File: src/rtl/core/conic_orbit_point_generator_unit_macros.svh
// ----------------------------------------------------------------------------
// Conic orbit point generator assertion macros
// Shared concurrent assertion helpers, compiled out when NO_ASSERTIONS is set.
// ----------------------------------------------------------------------------
`ifndef CONIC_ORBIT_POINT_GENERATOR_UNIT_MACROS_SVH
`define CONIC_ORBIT_POINT_GENERATOR_UNIT_MACROS_SVH
`ifndef NO_ASSERTIONS
// The consequent must hold in the same cycle as the antecedent.
`define COPG_ASSERT_SAME(lbl, ante, cons) \
    lbl: assert property (@(posedge i_clk) disable iff (!i_rst_n) (ante) |-> (cons)) \
        else $error("copg check failed");
// The consequent must hold in the cycle after the antecedent.
`define COPG_ASSERT_NEXT(lbl, ante, cons) \
    lbl: assert property (@(posedge i_clk) disable iff (!i_rst_n) (ante) |=> (cons)) \
        else $error("copg check failed");
`else
`define COPG_ASSERT_SAME(lbl, ante, cons)
`define COPG_ASSERT_NEXT(lbl, ante, cons)
`endif
`endif

File: src/rtl/core/copg_pkg.sv
// ----------------------------------------------------------------------------
// Conic orbit point generator package
// Widths, constants, register indexes and shared types of the block.
// ----------------------------------------------------------------------------
package copg_pkg;

    // Field widths.
    localparam int ANGLE_W    = 16;
    localparam int STEP_W     = 15;
    localparam int INDEX_W    = 10;
    localparam int AXIS_W     = 32;
    localparam int ECC_W      = 20;
    localparam int POINT_W    = 48;
    localparam int CFG_IDX_W  = 8;
    localparam int CFG_DATA_W = 32;

    // Datapath widths.
    localparam int CW     = 34;
    localparam int Q16_W  = 18;
    localparam int NUM_W  = 57;
    localparam int DEN_W  = 25;
    localparam int QMAG_W = 56;

    // Queue between the front and the back.
    localparam int QUEUE_DEPTH = 4;
    localparam int QPTR_W      = 2;

    // Register indexes of the configuration port.
    localparam logic [CFG_IDX_W-1:0] REG_SEMI_MAJOR_AXIS = 8'd0;
    localparam logic [CFG_IDX_W-1:0] REG_ECCENTRICITY    = 8'd1;
    localparam logic [CFG_IDX_W-1:0] REG_TRUE_ANOMALY    = 8'd2;
    localparam logic [CFG_IDX_W-1:0] REG_STEP_ANGLE      = 8'd3;

    // Reset value of the step angle.
    localparam logic [STEP_W-1:0] STEP_RESET = 15'd182;

    // Angle constants; half a turn is 32768 in angle units.
    localparam int PI_TURN = 32768;
    localparam logic signed [ANGLE_W-1:0] ANGLE_MINUS_PI = 16'sh8000;

    // Rotator constants, 2^32 per turn for the angle, Q2.30 for the vector.
    localparam logic signed [CW-1:0] CORDIC_K  = 34'sd652032874;
    localparam logic signed [CW-1:0] HALF_PI_Z = 34'sd1073741824;
    localparam logic signed [CW-1:0] PI_Z      = 34'sd2147483648;
    localparam logic signed [CW-1:0] ROUND_Q16 = 34'sd8192;
    localparam logic signed [CW-1:0] LIMIT_Q16 = 34'sd65536;
    localparam int ATAN_ENTRIES = 24;
    localparam logic signed [CW-1:0] ATAN_TAB [ATAN_ENTRIES] = '{
        34'sd536870912, 34'sd316933406, 34'sd167458907, 34'sd85004756,
        34'sd42667331,  34'sd21354465,  34'sd10679838,  34'sd5340245,
        34'sd2670163,   34'sd1335087,   34'sd667544,    34'sd333772,
        34'sd166886,    34'sd83443,     34'sd41722,     34'sd20861,
        34'sd10430,     34'sd5215,      34'sd2608,      34'sd1304,
        34'sd652,       34'sd326,       34'sd163,       34'sd81
    };

    // Radius and scale constants.
    localparam logic signed [Q16_W-1:0] Q16_ONE    = 18'sd65536;
    localparam logic signed [DEN_W-1:0] DEN_ONE    = 25'sd65536;
    localparam logic signed [POINT_W-1:0] RADIUS_MAX = 48'sh7FFF_FFFF_FFFF;

    // Configuration register set.
    typedef struct packed {
        logic signed [AXIS_W-1:0]  axis;
        logic        [ECC_W-1:0]   ecc;
        logic signed [ANGLE_W-1:0] anomaly;
        logic        [STEP_W-1:0]  step;
    } t_cfg;

    // Classified item passed from the front to the back.
    typedef struct packed {
        logic signed [ANGLE_W-1:0] angle;
        logic                      past_end;
    } t_item;

    // Side information carried alongside the radius division.
    typedef struct packed {
        logic                    behind;
        logic                    past_end;
        logic signed [Q16_W-1:0] c16;
        logic signed [Q16_W-1:0] s16;
    } t_geo;

endpackage

File: src/rtl/core/copg_queue.sv
// ----------------------------------------------------------------------------
// Conic orbit point generator item queue
// Short queue that decouples the front end from the computing back end.
// ----------------------------------------------------------------------------
`include "conic_orbit_point_generator_unit_macros.svh"
module copg_queue (
    input  logic            i_clk,
    input  logic            i_rst_n,
    input  logic            i_push,
    input  copg_pkg::t_item i_item,
    input  logic            i_pop,
    output copg_pkg::t_item o_item,
    output logic            o_full,
    output logic            o_empty
);
    import copg_pkg::*;

    t_item             r_mem [QUEUE_DEPTH];
    logic [QPTR_W-1:0] r_wr;
    logic [QPTR_W-1:0] r_rd;
    logic [QPTR_W:0]   r_count;
    logic [QPTR_W:0]   n_count;

    // Storage write.
    always_ff @(posedge i_clk) begin
        if (i_push) begin
            r_mem[r_wr] <= i_item;
        end
    end

    // Occupancy update.
    always_comb begin
        n_count = r_count;
        if (i_push && !i_pop) begin
            n_count = r_count + 1'b1;
        end else if (i_pop && !i_push) begin
            n_count = r_count - 1'b1;
        end
    end

    // Pointers and count.
    always_ff @(posedge i_clk) begin
        if (!i_rst_n) begin
            r_wr    <= '0;
            r_rd    <= '0;
            r_count <= '0;
        end else begin
            if (i_push) begin
                r_wr <= r_wr + 1'b1;
            end
            if (i_pop) begin
                r_rd <= r_rd + 1'b1;
            end
            r_count <= n_count;
        end
    end

    assign o_item  = r_mem[r_rd];
    assign o_full  = r_count == (QPTR_W+1)'(QUEUE_DEPTH);
    assign o_empty = r_count == '0;

    `COPG_ASSERT_SAME(a_count_bound, 1'b1, r_count <= (QPTR_W+1)'(QUEUE_DEPTH))
    `COPG_ASSERT_SAME(a_no_pop_empty, i_pop, r_count != '0)
    `COPG_ASSERT_NEXT(a_push_grows, i_push && !i_pop, r_count == $past(r_count) + 1'b1)

endmodule

File: config.mk
export PLATFORM = sky130hd
export DESIGN_NAME = copg_queue
export DESIGN_NICKNAME = d
export VERILOG_FILES = /design/src/rtl/core/copg_pkg.sv /design/src/rtl/core/copg_queue.sv
export VERILOG_INCLUDE_DIRS = /design/src /design/src/rtl/core
export SDC_FILE = /design/constraint.sdc
export NUM_CORES = 1
export LEC_CHECK = 0
export CAP_MARGIN = 0
export CORE_MARGIN = 2
export CORE_UTILIZATION = 62
export DETAILED_ROUTE_END_ITERATION = 6
export DONT_BUFFER_PORTS = 1
export GPL_TIMING_DRIVEN = 0
export HOLD_SLACK_MARGIN = 0.02
export PLACE_DENSITY_LB_ADDON = 0.15
export REMOVE_ABC_BUFFERS = 1
export SLEW_MARGIN = 20
export SYNTH_ARGS = -nofsm -noshare
export SYNTH_HDL_FRONTEND = slang
export SYNTH_SLANG_ARGS = --single-unit
export TNS_END_PERCENT = 1
File: constraint.sdc
create_clock -name i_clk -period 2.11 [get_ports i_clk]
set_clock_uncertainty 0.1 [all_clocks]
set_input_delay 0.1055 -clock i_clk [delete_from_list [all_inputs] [get_ports i_clk]]
set_output_delay 0.1055 -clock i_clk [all_outputs]
set_load 0.01 [all_outputs]
==> impl_metrics.csv <==
group,metric,value,unit
final_layout,drive_above_1_share,0.165,
grt,antenna_found_initial,0,
final_layout,n_antenna_cell,0,
placement,hpwl,2570,um
worst_setup_path,cp_top_family,"multiplexers",
drt,dr.pass1.iters,4,
pwr,internal-power,2540,uW
logic_synthesis,synth-main-ff-cell,"edfxtp_1",
pwr,switching_power,702,uW
sta,finalWorstSetupSlack,0.172,ns
pwr,comb_power_share,0.084,
sta,fin_crit,1.94,ns
placement,dp_slack,0.119,ns
sta,rsz0062_at_grt,"false",
drt,vias_per_cell,5.89,
logic_synthesis,synth_top_area_frac,0.695,
cts,cts_sinks,77,
logic_synthesis,syn_area,0.00294,mm2
logic_synthesis,yosys.area.top_type,"edfxtp_1",
worst_setup_path,end_kind,"output port",
min_path,min_path_type,"primary input to flop",
floorplanning,start_util,0.635,
cts,clock_path_buffers,2,
floorplanning,dieWidth,72.8,um
status,outcome,"finished, final reports clean",
grt,overflow,0,
drt,vias,1285,
logic_synthesis,synth.most_common_cell,"edfxtp_1",
sta,report.final.slew_viol_count,0,
worst_setup_path,cp_cell_sequence,"mux4_1",
drt,final_antenna_net_count,0,
pwr,power_frac_seq,0.556,
final_layout,syn2layout_area_growth,15.0,%
grt,grt_max_degree,18,
sta,tightest_slew,0.874,ns
placement,io_buffers,0,
sta,hold_viol_final,0,
grt,grt_pass1_vias,1365,
logic_synthesis,syn-instance-count,132,
logic_synthesis,ys_types,21,
logic_synthesis,ys_warn_count,0,
cts,clk_pin_slew_worst_paths,0.07,ns
floorplanning,die_y,72.8,um
sta,fin_setup_tns,0,ns
sta,fmax,516,MHz
worst_setup_path,cp_max_fo,17,
cts,cts_inserted_buffers,9,
drt,drc,0,
worst_setup_path,crit_type,"flop to output port",
cts,cts_tree,"done",
cts,clockRootBuffer,"clkbuf_8",
worst_setup_path,path_buf_inv,0,
logic_synthesis,ys_seq_area_frac,0.756,
pwr,clkPwrFrac,0.361,
logic_synthesis,ys_ff_latch,77,
run,cap_violations,0,
logic_synthesis,synth_enable_flop_cells,68,
placement,placed_area,0.00296,mm2
grt,grt_usage,0.180,
grt,grt_pass1_wl,6690,um
final_layout,final_area,0.00338,mm2
sta,finalCritPeriodShare,0.919,
logic_synthesis,synth_top_cells_by_area,"edfxtp_1 (70%), mux4_2 (7.7%), mux4_1 (6.3%)",
worst_setup_path,critPathSlowestCell,"mux4_1",
floorplanning,die-area,0.00530,mm2
sta,holdWs,0.109,ns
cts,htree_levels,3,
floorplanning,core,0.00463,mm2
worst_setup_path,cp-start-kind,"flop",
pwr,power.density,960,mW/mm2
final_layout,layout.nets,186,
drt,drt_iter0_markers,88,
logic_synthesis,synth_common_cells,"edfxtp_1 (68), mux4_2 (10), and2_1 (9), dfxtp_1 (9), mux4_1 (7)",
cts,clock_latency,0.34,ns
logic_synthesis,synthArstFlopShare,0,
logic_synthesis,avgSynthCellArea,22.3,um2
worst_setup_path,cp_data_arrival_time,1.73,ns
pwr,netSwitchingFraction,0.217,
placement,place.gp.congestion,0.654,
floorplanning,ios,40,
sta,final-setup-viol-count,0,
worst_setup_path,crit_required,1.90,ns
final_layout,num-fill-cells,298,
pwr,cellLeakagePower,0.00113,uW
drt,routed_wl,4290,um
sta,slew_headroom,0.417,
pwr,vdd_drop_max,722,uV
worst_setup_path,max_stage_delay,0.71,ns
drt,wl_per_cell,19.7,um
floorplanning,rows,25,
## sequential cells by signal, indices dropped and copies added (netlist names), named ones only
signal,count
r_count,3
r_wr,2
r_mem,68
r_rd,2
## kinds of logic (layout without fill, tap and decap cells)
logic type / Yosys count / after routing / synth area share
xor gates and xnor gates: 5 / 5 / 0.0149
DFF: 77 / 77 / 0.756
adders and majority gates: 6 / 6 / 0.0281
AOI/OAI and AO/OA: 2 / 2 / 0.00426
and+or+nand+nor: 15 / 15 / 0.0311
buffers and inverters: 8 / 40 / 0.0192
muxes: 19 / 19 / 0.146
## worst paths after layout
path	from	slack, ns	endpoint	cells past startpoint
worst max register to register	r_wr[0]	0.35	r_mem[0][3]	3
worst max-delay path	flop	0.17	o_item[15]	1
worst min-delay path	i_push	0.11	r_count[2]	3
worst min register to register	r_count[2]	0.43	r_count[2]	2
## cell type report
cell class / instances / area [um2] / share of cell area
multi-input combinational: 47 / 659 / 0.195
inverter: 4 / 15.0 / 0.00444
clock buffer: 9 / 124 / 0.0367
clock inverter: 7 / 90.1 / 0.0267
sequential: 77 / 2220 / 0.658
tap: 54 / 67.6 / 0.0200
timing repair buffer: 20 / 200 / 0.0592
## layout by cell type (no fill, tap or decap), drive strengths merged, types with 3 or more instances in the layout
cell	instances
and2	9
clkbuf	9
clkinv	3
dfxtp	9
dlygate4sd3	20
edfxtp	68
ha	5
inv	4
mux4	17
xor2	3
## power by group through the flow
stage / Combinational (uW) / Clock, uW / Sequential (uW)
floorplan: 194 / 0 / 1820
global placement: 222 / 0 / 1830
detailed placement: 231 / 0 / 1840
CTS: 276 / 1190 / 1800
global route: 294 / 1250 / 1810
finish: 272 / 1170 / 1800
## timing repair
item	in CTS	in global routing
setup buffers	0	0
endpoints found under the setup margin	17	0
gates resized for setup	1	0
endpoints found under the hold margin	77	0
hold buffers	20	0
## per-stage QoR
| step | utilization | power, uW | cells |
|---|---|---|---|
| 6_report | 0.730 | 3240 | 218 |
| 5_1_grt | 0.730 | 3350 | 218 |
| 3_5_place_dp | 0.640 | 2070 | 182 |
| 2_1_floorplan | - | 2010 | 128 |
| 3_3_place_gp | 0.640 | 2050 | 182 |
| 4_1_cts | 0.730 | 3270 | 218 |
## layer usage
layer,part of all wire,up-vias,global-route usage
met5,0,-,0
met4,0.015,0,0.0802
met3,0.050,6,0.0580
met2,0.54,38,0.305
met1,0.40,655,0.212
li1,-,586,-
(Power assumes the default switching activity.)
