`src/rtl/core/conic_orbit_point_generator_unit_macros.svh`:
```
// ----------------------------------------------------------------------------
// Conic orbit point generator assertion macros
// Shared concurrent assertion helpers, compiled out when NO_ASSERTIONS is set.
// ----------------------------------------------------------------------------
`ifndef CONIC_ORBIT_POINT_GENERATOR_UNIT_MACROS_SVH
`define CONIC_ORBIT_POINT_GENERATOR_UNIT_MACROS_SVH
`ifndef NO_ASSERTIONS
// The consequent must hold in the same cycle as the antecedent.
`define COPG_ASSERT_SAME(lbl, ante, cons) \
    lbl: assert property (@(posedge i_clk) disable iff (!i_rst_n) (ante) |-> (cons)) \
        else $error("copg check failed");
// The consequent must hold in the cycle after the antecedent.
`define COPG_ASSERT_NEXT(lbl, ante, cons) \
    lbl: assert property (@(posedge i_clk) disable iff (!i_rst_n) (ante) |=> (cons)) \
        else $error("copg check failed");
`else
`define COPG_ASSERT_SAME(lbl, ante, cons)
`define COPG_ASSERT_NEXT(lbl, ante, cons)
`endif
`endif

```
`src/rtl/core/copg_pkg.sv`:
```
// ----------------------------------------------------------------------------
// Conic orbit point generator package
// Widths, constants, register indexes and shared types of the block.
// ----------------------------------------------------------------------------
package copg_pkg;

    // Field widths.
    localparam int ANGLE_W    = 16;
    localparam int STEP_W     = 15;
    localparam int INDEX_W    = 10;
    localparam int AXIS_W     = 32;
    localparam int ECC_W      = 20;
    localparam int POINT_W    = 48;
    localparam int CFG_IDX_W  = 8;
    localparam int CFG_DATA_W = 32;

    // Datapath widths.
    localparam int CW     = 34;
    localparam int Q16_W  = 18;
    localparam int NUM_W  = 57;
    localparam int DEN_W  = 25;
    localparam int QMAG_W = 56;

    // Queue between the front and the back.
    localparam int QUEUE_DEPTH = 4;
    localparam int QPTR_W      = 2;

    // Register indexes of the configuration port.
    localparam logic [CFG_IDX_W-1:0] REG_SEMI_MAJOR_AXIS = 8'd0;
    localparam logic [CFG_IDX_W-1:0] REG_ECCENTRICITY    = 8'd1;
    localparam logic [CFG_IDX_W-1:0] REG_TRUE_ANOMALY    = 8'd2;
    localparam logic [CFG_IDX_W-1:0] REG_STEP_ANGLE      = 8'd3;

    // Reset value of the step angle.
    localparam logic [STEP_W-1:0] STEP_RESET = 15'd182;

    // Angle constants; half a turn is 32768 in angle units.
    localparam int PI_TURN = 32768;
    localparam logic signed [ANGLE_W-1:0] ANGLE_MINUS_PI = 16'sh8000;

    // Rotator constants, 2^32 per turn for the angle, Q2.30 for the vector.
    localparam logic signed [CW-1:0] CORDIC_K  = 34'sd652032874;
    localparam logic signed [CW-1:0] HALF_PI_Z = 34'sd1073741824;
    localparam logic signed [CW-1:0] PI_Z      = 34'sd2147483648;
    localparam logic signed [CW-1:0] ROUND_Q16 = 34'sd8192;
    localparam logic signed [CW-1:0] LIMIT_Q16 = 34'sd65536;
    localparam int ATAN_ENTRIES = 24;
    localparam logic signed [CW-1:0] ATAN_TAB [ATAN_ENTRIES] = '{
        34'sd536870912, 34'sd316933406, 34'sd167458907, 34'sd85004756,
        34'sd42667331,  34'sd21354465,  34'sd10679838,  34'sd5340245,
        34'sd2670163,   34'sd1335087,   34'sd667544,    34'sd333772,
        34'sd166886,    34'sd83443,     34'sd41722,     34'sd20861,
        34'sd10430,     34'sd5215,      34'sd2608,      34'sd1304,
        34'sd652,       34'sd326,       34'sd163,       34'sd81
    };

    // Radius and scale constants.
    localparam logic signed [Q16_W-1:0] Q16_ONE    = 18'sd65536;
    localparam logic signed [DEN_W-1:0] DEN_ONE    = 25'sd65536;
    localparam logic signed [POINT_W-1:0] RADIUS_MAX = 48'sh7FFF_FFFF_FFFF;

    // Configuration register set.
    typedef struct packed {
        logic signed [AXIS_W-1:0]  axis;
        logic        [ECC_W-1:0]   ecc;
        logic signed [ANGLE_W-1:0] anomaly;
        logic        [STEP_W-1:0]  step;
    } t_cfg;

    // Classified item passed from the front to the back.
    typedef struct packed {
        logic signed [ANGLE_W-1:0] angle;
        logic                      past_end;
    } t_item;

    // Side information carried alongside the radius division.
    typedef struct packed {
        logic                    behind;
        logic                    past_end;
        logic signed [Q16_W-1:0] c16;
        logic signed [Q16_W-1:0] s16;
    } t_geo;

endpackage

```
`src/rtl/core/copg_front.sv`:
```
// ----------------------------------------------------------------------------
// Conic orbit point generator front end
// Forms the angle of a step index and marks points past the end of the path.
// ----------------------------------------------------------------------------
module copg_front #(
    parameter int MAX_STEPS = 1024
) (
    input  copg_pkg::t_cfg              i_cfg,
    input  logic [copg_pkg::INDEX_W-1:0] i_step_index,
    output copg_pkg::t_item             o_item
);
    import copg_pkg::*;

    localparam int PROD_W = INDEX_W + STEP_W;
    localparam int SUM_W  = PROD_W + 2;
    localparam int IDXC_W = 17;

    logic        [PROD_W-1:0]  w_prod;
    logic signed [ANGLE_W-1:0] w_start;
    logic signed [SUM_W-1:0]   w_angle;
    logic                      w_over_idx;

    // Unwrapped angle: start plus index times step.
    assign w_prod  = PROD_W'(i_step_index) * PROD_W'(i_cfg.step);
    assign w_start = (i_cfg.axis > 0) ? ANGLE_MINUS_PI : i_cfg.anomaly;
    assign w_angle = SUM_W'(w_start) + $signed({2'b00, w_prod});

    // A point is past the end at half a turn or more, or at an index not below the step count.
    assign w_over_idx      = IDXC_W'(i_step_index) >= IDXC_W'(MAX_STEPS);
    assign o_item.past_end = w_over_idx || (w_angle >= $signed(SUM_W'(PI_TURN)));
    assign o_item.angle    = w_angle[ANGLE_W-1:0];

endmodule

```
`config.mk`:
```
export PLATFORM = sky130hd
export DESIGN_NAME = copg_front
export DESIGN_NICKNAME = d
export VERILOG_FILES = /design/src/rtl/core/conic_orbit_point_generator_unit_macros.svh /design/src/rtl/core/copg_pkg.sv /design/src/rtl/core/copg_front.sv
export SDC_FILE = /design/constraint.sdc
export NUM_CORES = 1
export LEC_CHECK = 0
export BUFFER_PORTS_ARGS = -buffer_cell sky130_fd_sc_hd__buf_2
export CORE_MARGIN = 4
export CORE_UTILIZATION = 30
export DETAILED_ROUTE_END_ITERATION = 7
export SYNTH_ARGS = -nofsm -noshare
export SYNTH_HDL_FRONTEND = slang
export SYNTH_SLANG_ARGS = --single-unit
```
`constraint.sdc`:
```
create_clock -name vclk -period 19
set_input_delay 3.8 -clock vclk [all_inputs]
set_output_delay 3.8 -clock vclk [all_outputs]
set_load 0.02 [all_outputs]
```
==> run summary, run 1 <==
RSZ-0062 raised after global routing: no
Initial antenna violation count: 0
Post-route setup TNS: 0 ns
Core area: 21,100 um^2
Worst Hold Class: input port to output port
Place WS: 3.90 ns
Delay of the slowest critical-path stage: 0.55 ns
Num rows: 53
Slew @ Worst Pin: 0.513 ns
Layout area overhead: 10.8%
DR WL met2: 7950 um
Top sig layer: met4
1st-iter DRT viols: 185
Crit path capture: o_item[0]
Yosys top cell area share: 31.9%
Die span in y: 155 um
Warnings from Yosys: 0
Post-synth top cells: inv_1 (127), nand2_1 (109), fa_1 (103)
CP startpoint kind: input port
Post-CTS setup buffers: 0
Hold Vio Cnt, Final: 0
Hold_buf cts: 0
Max-slew headroom: 65.4%
Largest area contributor in the netlist: fa_1
Final #Nets: 1,163
Pre-antenna DRT Iters: 4
Required time of the critical path: 15.20 ns
Dpl cells: 1,154
Synth unique cells: 60
Met1 WL: 6570 um
# fillers: 2,245
Vias: 5,537
Met3 WL: 296 um
Final WL: 14,800 um
Max FO, Critical Path: 15
Vias per std cell: 4.80
Mapped Cells: 814
Chip width: 155 um
Ant. Diodes: 0
Final setup fails: 0
Multi-input logic area: 5880 um^2
Starting Density: 30.7%
Slowest cell on the critical path: fa_1
Detailed-route DRC error count: 0
IO Port Bufs: 90
Post-CTS sizing: 0
Global-route wire length before repair: 26,900 um
Wirelength per Cell: 12.9 um
Max-slew violation count: 0
Critical Path AT: 11.30 ns
Gr usage total: 12.7%
Seq. cell area: 0 um^2
GRT Residual Overflow: 0
Register area share after synthesis: 0%
Final Cycle Share: 79.5%
Vias in the first global route: 5,674
Max cap viols: 0
IO Count: 110
Setup crit start: i_step_index[3]
Dpl hpwl: 13,100 um
Mapped Area: 6460 um^2
Die area: 24,000 um^2
Clock buf count: 0
Net count after synthesis: 1,096
RePlAce Congestion: 0.870
Final WS setup: 3.90 ns
Minimum clock period: 15.10 ns
Seq cells: 0
Top cells by area, synth: fa_1 (32%), ha_1 (17%), and2_1 (8.5%)
Status: finished clean
Critical setup path kind: input port to output port
Fraction of layout cells with a size suffix above 1: 12.3%
Max Clock Freq: 66.2 MHz
CP Capture Type: output port
Fin cells: 1,154
Post-route antenna net violation count: 0
Top-count cell post-synth: inv_1
Pin count of the biggest net entering global routing: 17
Avg Cell Area, Syn: 7.94 um^2
-- cell families after synthesis --
logic type / share of synthesized area [%]
AOI/OAI and AO/OA: 15.1
muxes: 0.329
xor gates and xnor gates: 3.93
buffers and inverters: 9.06
adders and majority gates: 48.5
and+or+nand+nor: 23.1
-- worst min path at each step --
stage	slack (ns)	cells after the start	start	end
6_report	8.04	4	i_cfg[15]	o_item[1]
5_1_grt	8.08	4	i_cfg[15]	o_item[1]
4_1_cts	8.05	4	i_cfg[15]	o_item[1]
3_5_place_dp	8.04	4	i_cfg[15]	o_item[1]
3_3_place_gp	8.04	4	i_cfg[15]	o_item[1]
2_1_floorplan	7.91	2	i_cfg[15]	o_item[1]
-- worst max-delay path, delay by kind of cell --
| kind | cells | cell delay, ns |
|---|---|---|
| buffers and inverters | 7 | 0.71 |
| AND/OR/NAND/NOR | 7 | 1.32 |
| adder cells (fa/ha/maj) | 7 | 3.35 |
| AO/OA/AOI/OAI | 10 | 1.80 |
| multiplexers | 1 | 0.31 |
-- cell type report --
class / count / area share [%]
Multi-Input combinational cell: 660 / 82.1
Inverter: 128 / 6.71
Timing Repair Buffer: 91 / 6.39
Tap cell: 275 / 4.80
-- per-layer routing --
layer | GRT usage [%] | vias to the layer above
li1 | - | 2772
met3 | 0.308 | 2
met2 | 24.2 | 59
met4 | 0.168 | 0
met5 | 0 | -
met1 | 17.1 | 2704
-- stage by stage --
stage | utilization (%) | area [um^2] | hold WS (ns)
after floorplan | - | 6460 | 7.91
after global placement | 34.0 | 7160 | 8.04
after detailed placement | 34.0 | 7160 | 8.04
after CTS | 34.0 | 7160 | 8.05
after global routing | 34.0 | 7160 | 8.08
final | 34.0 | 7160 | 8.04
-- cell usage in the layout, fill, tap and decap left out, drive strengths merged, types with 3 or more instances in the layout --
master,instances
buf,91
o21a,9
a211oi,4
nand4,6
and3,8
a21boi,4
nor2b,9
nand3,8
inv,128
o21ai,32
a21o,16
or3,4
nor3,12
fa,103
nand2b,5
a21oi,49
a211o,3
nor2,30
xor2,8
o211ai,4
ha,86
nand2,109
nor4,8
o21bai,6
xnor2,21
and2,88
Power of run 1 is left out: the tool's default activity adds up to more than one toggle a clock period on the data nets, which glitch-free logic cannot reach.
==> inputs of run 2 (changes only) <==
clock period = 15.2 ns   (was 19 ns; I/O delays follow)
==> run summary, run 2 (synthesis gave the netlist of run 1 again) <==
Max-slew headroom: 66.4% (+0.99 points)
Hold_buf cts: 0 (unchanged)
Initial antenna violation count: 0 (unchanged)
IO Port Bufs: 90 (unchanged)
Post-CTS setup buffers: 0 (unchanged)
Pin count of the biggest net entering global routing: 17 (unchanged)
Max-slew violation count: 0 (unchanged)
Ant. Diodes: 0 (unchanged)
Minimum clock period: 13.61 ns
Dpl cells: 1,154 (unchanged)
Most frequent CP cell: fa_1
Critical Path AT: 10.57 ns (-0.73 ns)
Pre-antenna DRT Iters: 4 (unchanged)
Max FO, Critical Path: 15 (unchanged)
Post-route setup TNS: 0 ns (unchanged)
Fraction of layout cells with a size suffix above 1: 12.3% (unchanged)
Wirelength per Cell: 12.8 um (about the same)
Vias: 5,600 (+1.1%)
Final WS setup: 1.59 ns (-2.31 ns)
Layout area overhead: 10.8% (unchanged)
CP Capture Type: output port
Hold Vio Cnt, Final: 0 (unchanged)
IO Count: 110 (unchanged)
CP startpoint kind: input port
Final WL: 14,800 um (about the same)
RePlAce Congestion: 0.863 (-0.81%)
Final Cycle Share: 89.6%
Vias per std cell: 4.85 (+1.1%)
Fin cells: 1,154 (unchanged)
Seq cells: 0 (unchanged)
Detailed-route DRC error count: 0 (unchanged)
Max cap viols: 0 (unchanged)
Global-route wire length before repair: 26,300 um (-2.1%)
Critical setup path kind: input port to output port
Dpl hpwl: 13,200 um (+0.93%)
Final setup fails: 0 (unchanged)
Status: finished clean
Die area: 24,000 um^2 (unchanged)
Gr usage total: 12.5% (-0.19 points)
Seq. cell area: 0 um^2 (unchanged)
Slew @ Worst Pin: 0.496 ns (-0.0173 ns)
Num rows: 53 (unchanged)
Commonest non-fill, non-tap cells in the layout: inv_1 (127), nand2_1 (109), fa_1 (103)
Starting Density: 30.7% (unchanged)
Max Clock Freq: 73.5 MHz
GRT Residual Overflow: 0 (unchanged)
Vias in the first global route: 5,582 (-1.6%)
Final #Nets: 1,163 (unchanged)
Core area: 21,100 um^2 (unchanged)
Post-route antenna net violation count: 0 (unchanged)
Worst Hold Class: input port to output port
Placed cell area: 7160 um^2 (unchanged)
Slowest cell on the critical path: fa_1
Place WS: 1.59 ns (-2.31 ns)
Delay of the slowest critical-path stage: 0.56 ns (about the same)
Post-CTS sizing: 0 (unchanged)
RSZ-0062 raised after global routing: no
1st-iter DRT viols: 108 (-42%)
Multi-input logic area: 5880 um^2 (unchanged)
Die span in y: 155 um (unchanged)
Chip width: 155 um (unchanged)
Commonest non-fill, non-tap cell in the layout: inv_1
Fin area: 7160 um^2 (unchanged)
Required time of the critical path: 12.16 ns (-3.04 ns)
Clock buf count: 0 (unchanged)
# fillers: 2,257 (+0.53%)
==> run 2: cell counts in the layout (fill, tap and decap cells not counted) <==
Identical to the previous run, type by type.
==> run 2: through the flow <==
step	util, %	hold WS (ns)
after global routing	34.0	6.57
after detailed placement	34.0	6.53
after floorplan	-	6.39
after global placement	34.0	6.52
after CTS	34.0	6.53
final	34.0	6.52
==> run 2: critical path, delay by kind of cell <==
kind | cells | cell delay, ns
multiplexers | 1 | 0.29
buffers and inverters | 5 | 0.58
AND/OR/NAND/NOR | 5 | 1.28
AO/OA/AOI/OAI | 10 | 1.80
adder cells (fa/ha/maj) | 7 | 3.47
XOR/XNOR | 1 | 0.10
==> run 2: layout make-up <==
cell class / count / area share [%]
Multi-Input combinational cell: 660 / 82.1
Inverter: 128 / 6.71
Tap cell: 275 / 4.80
Timing Repair Buffer: 91 / 6.39
==> run 2: path summary, 6_finish.rpt <==
kind               endpoint            start  cells after the start
setup / recovery  o_item[0]  i_step_index[4]                     29
hold / removal    o_item[1]        i_cfg[15]                      4
==> run 2: layer usage <==
layer  share of wire (%)  up-vias  GRT usage [%]  wire (um)
li1                    -     2776              -          -
met1                  44     2733           17.1       6590
met2                  52       75           22.9       7750
met3                 2.2       16          0.364        320
met4                 1.1        0           1.43        165
met5                   0        -              0          0
Power of run 2 is left out for the same reason.
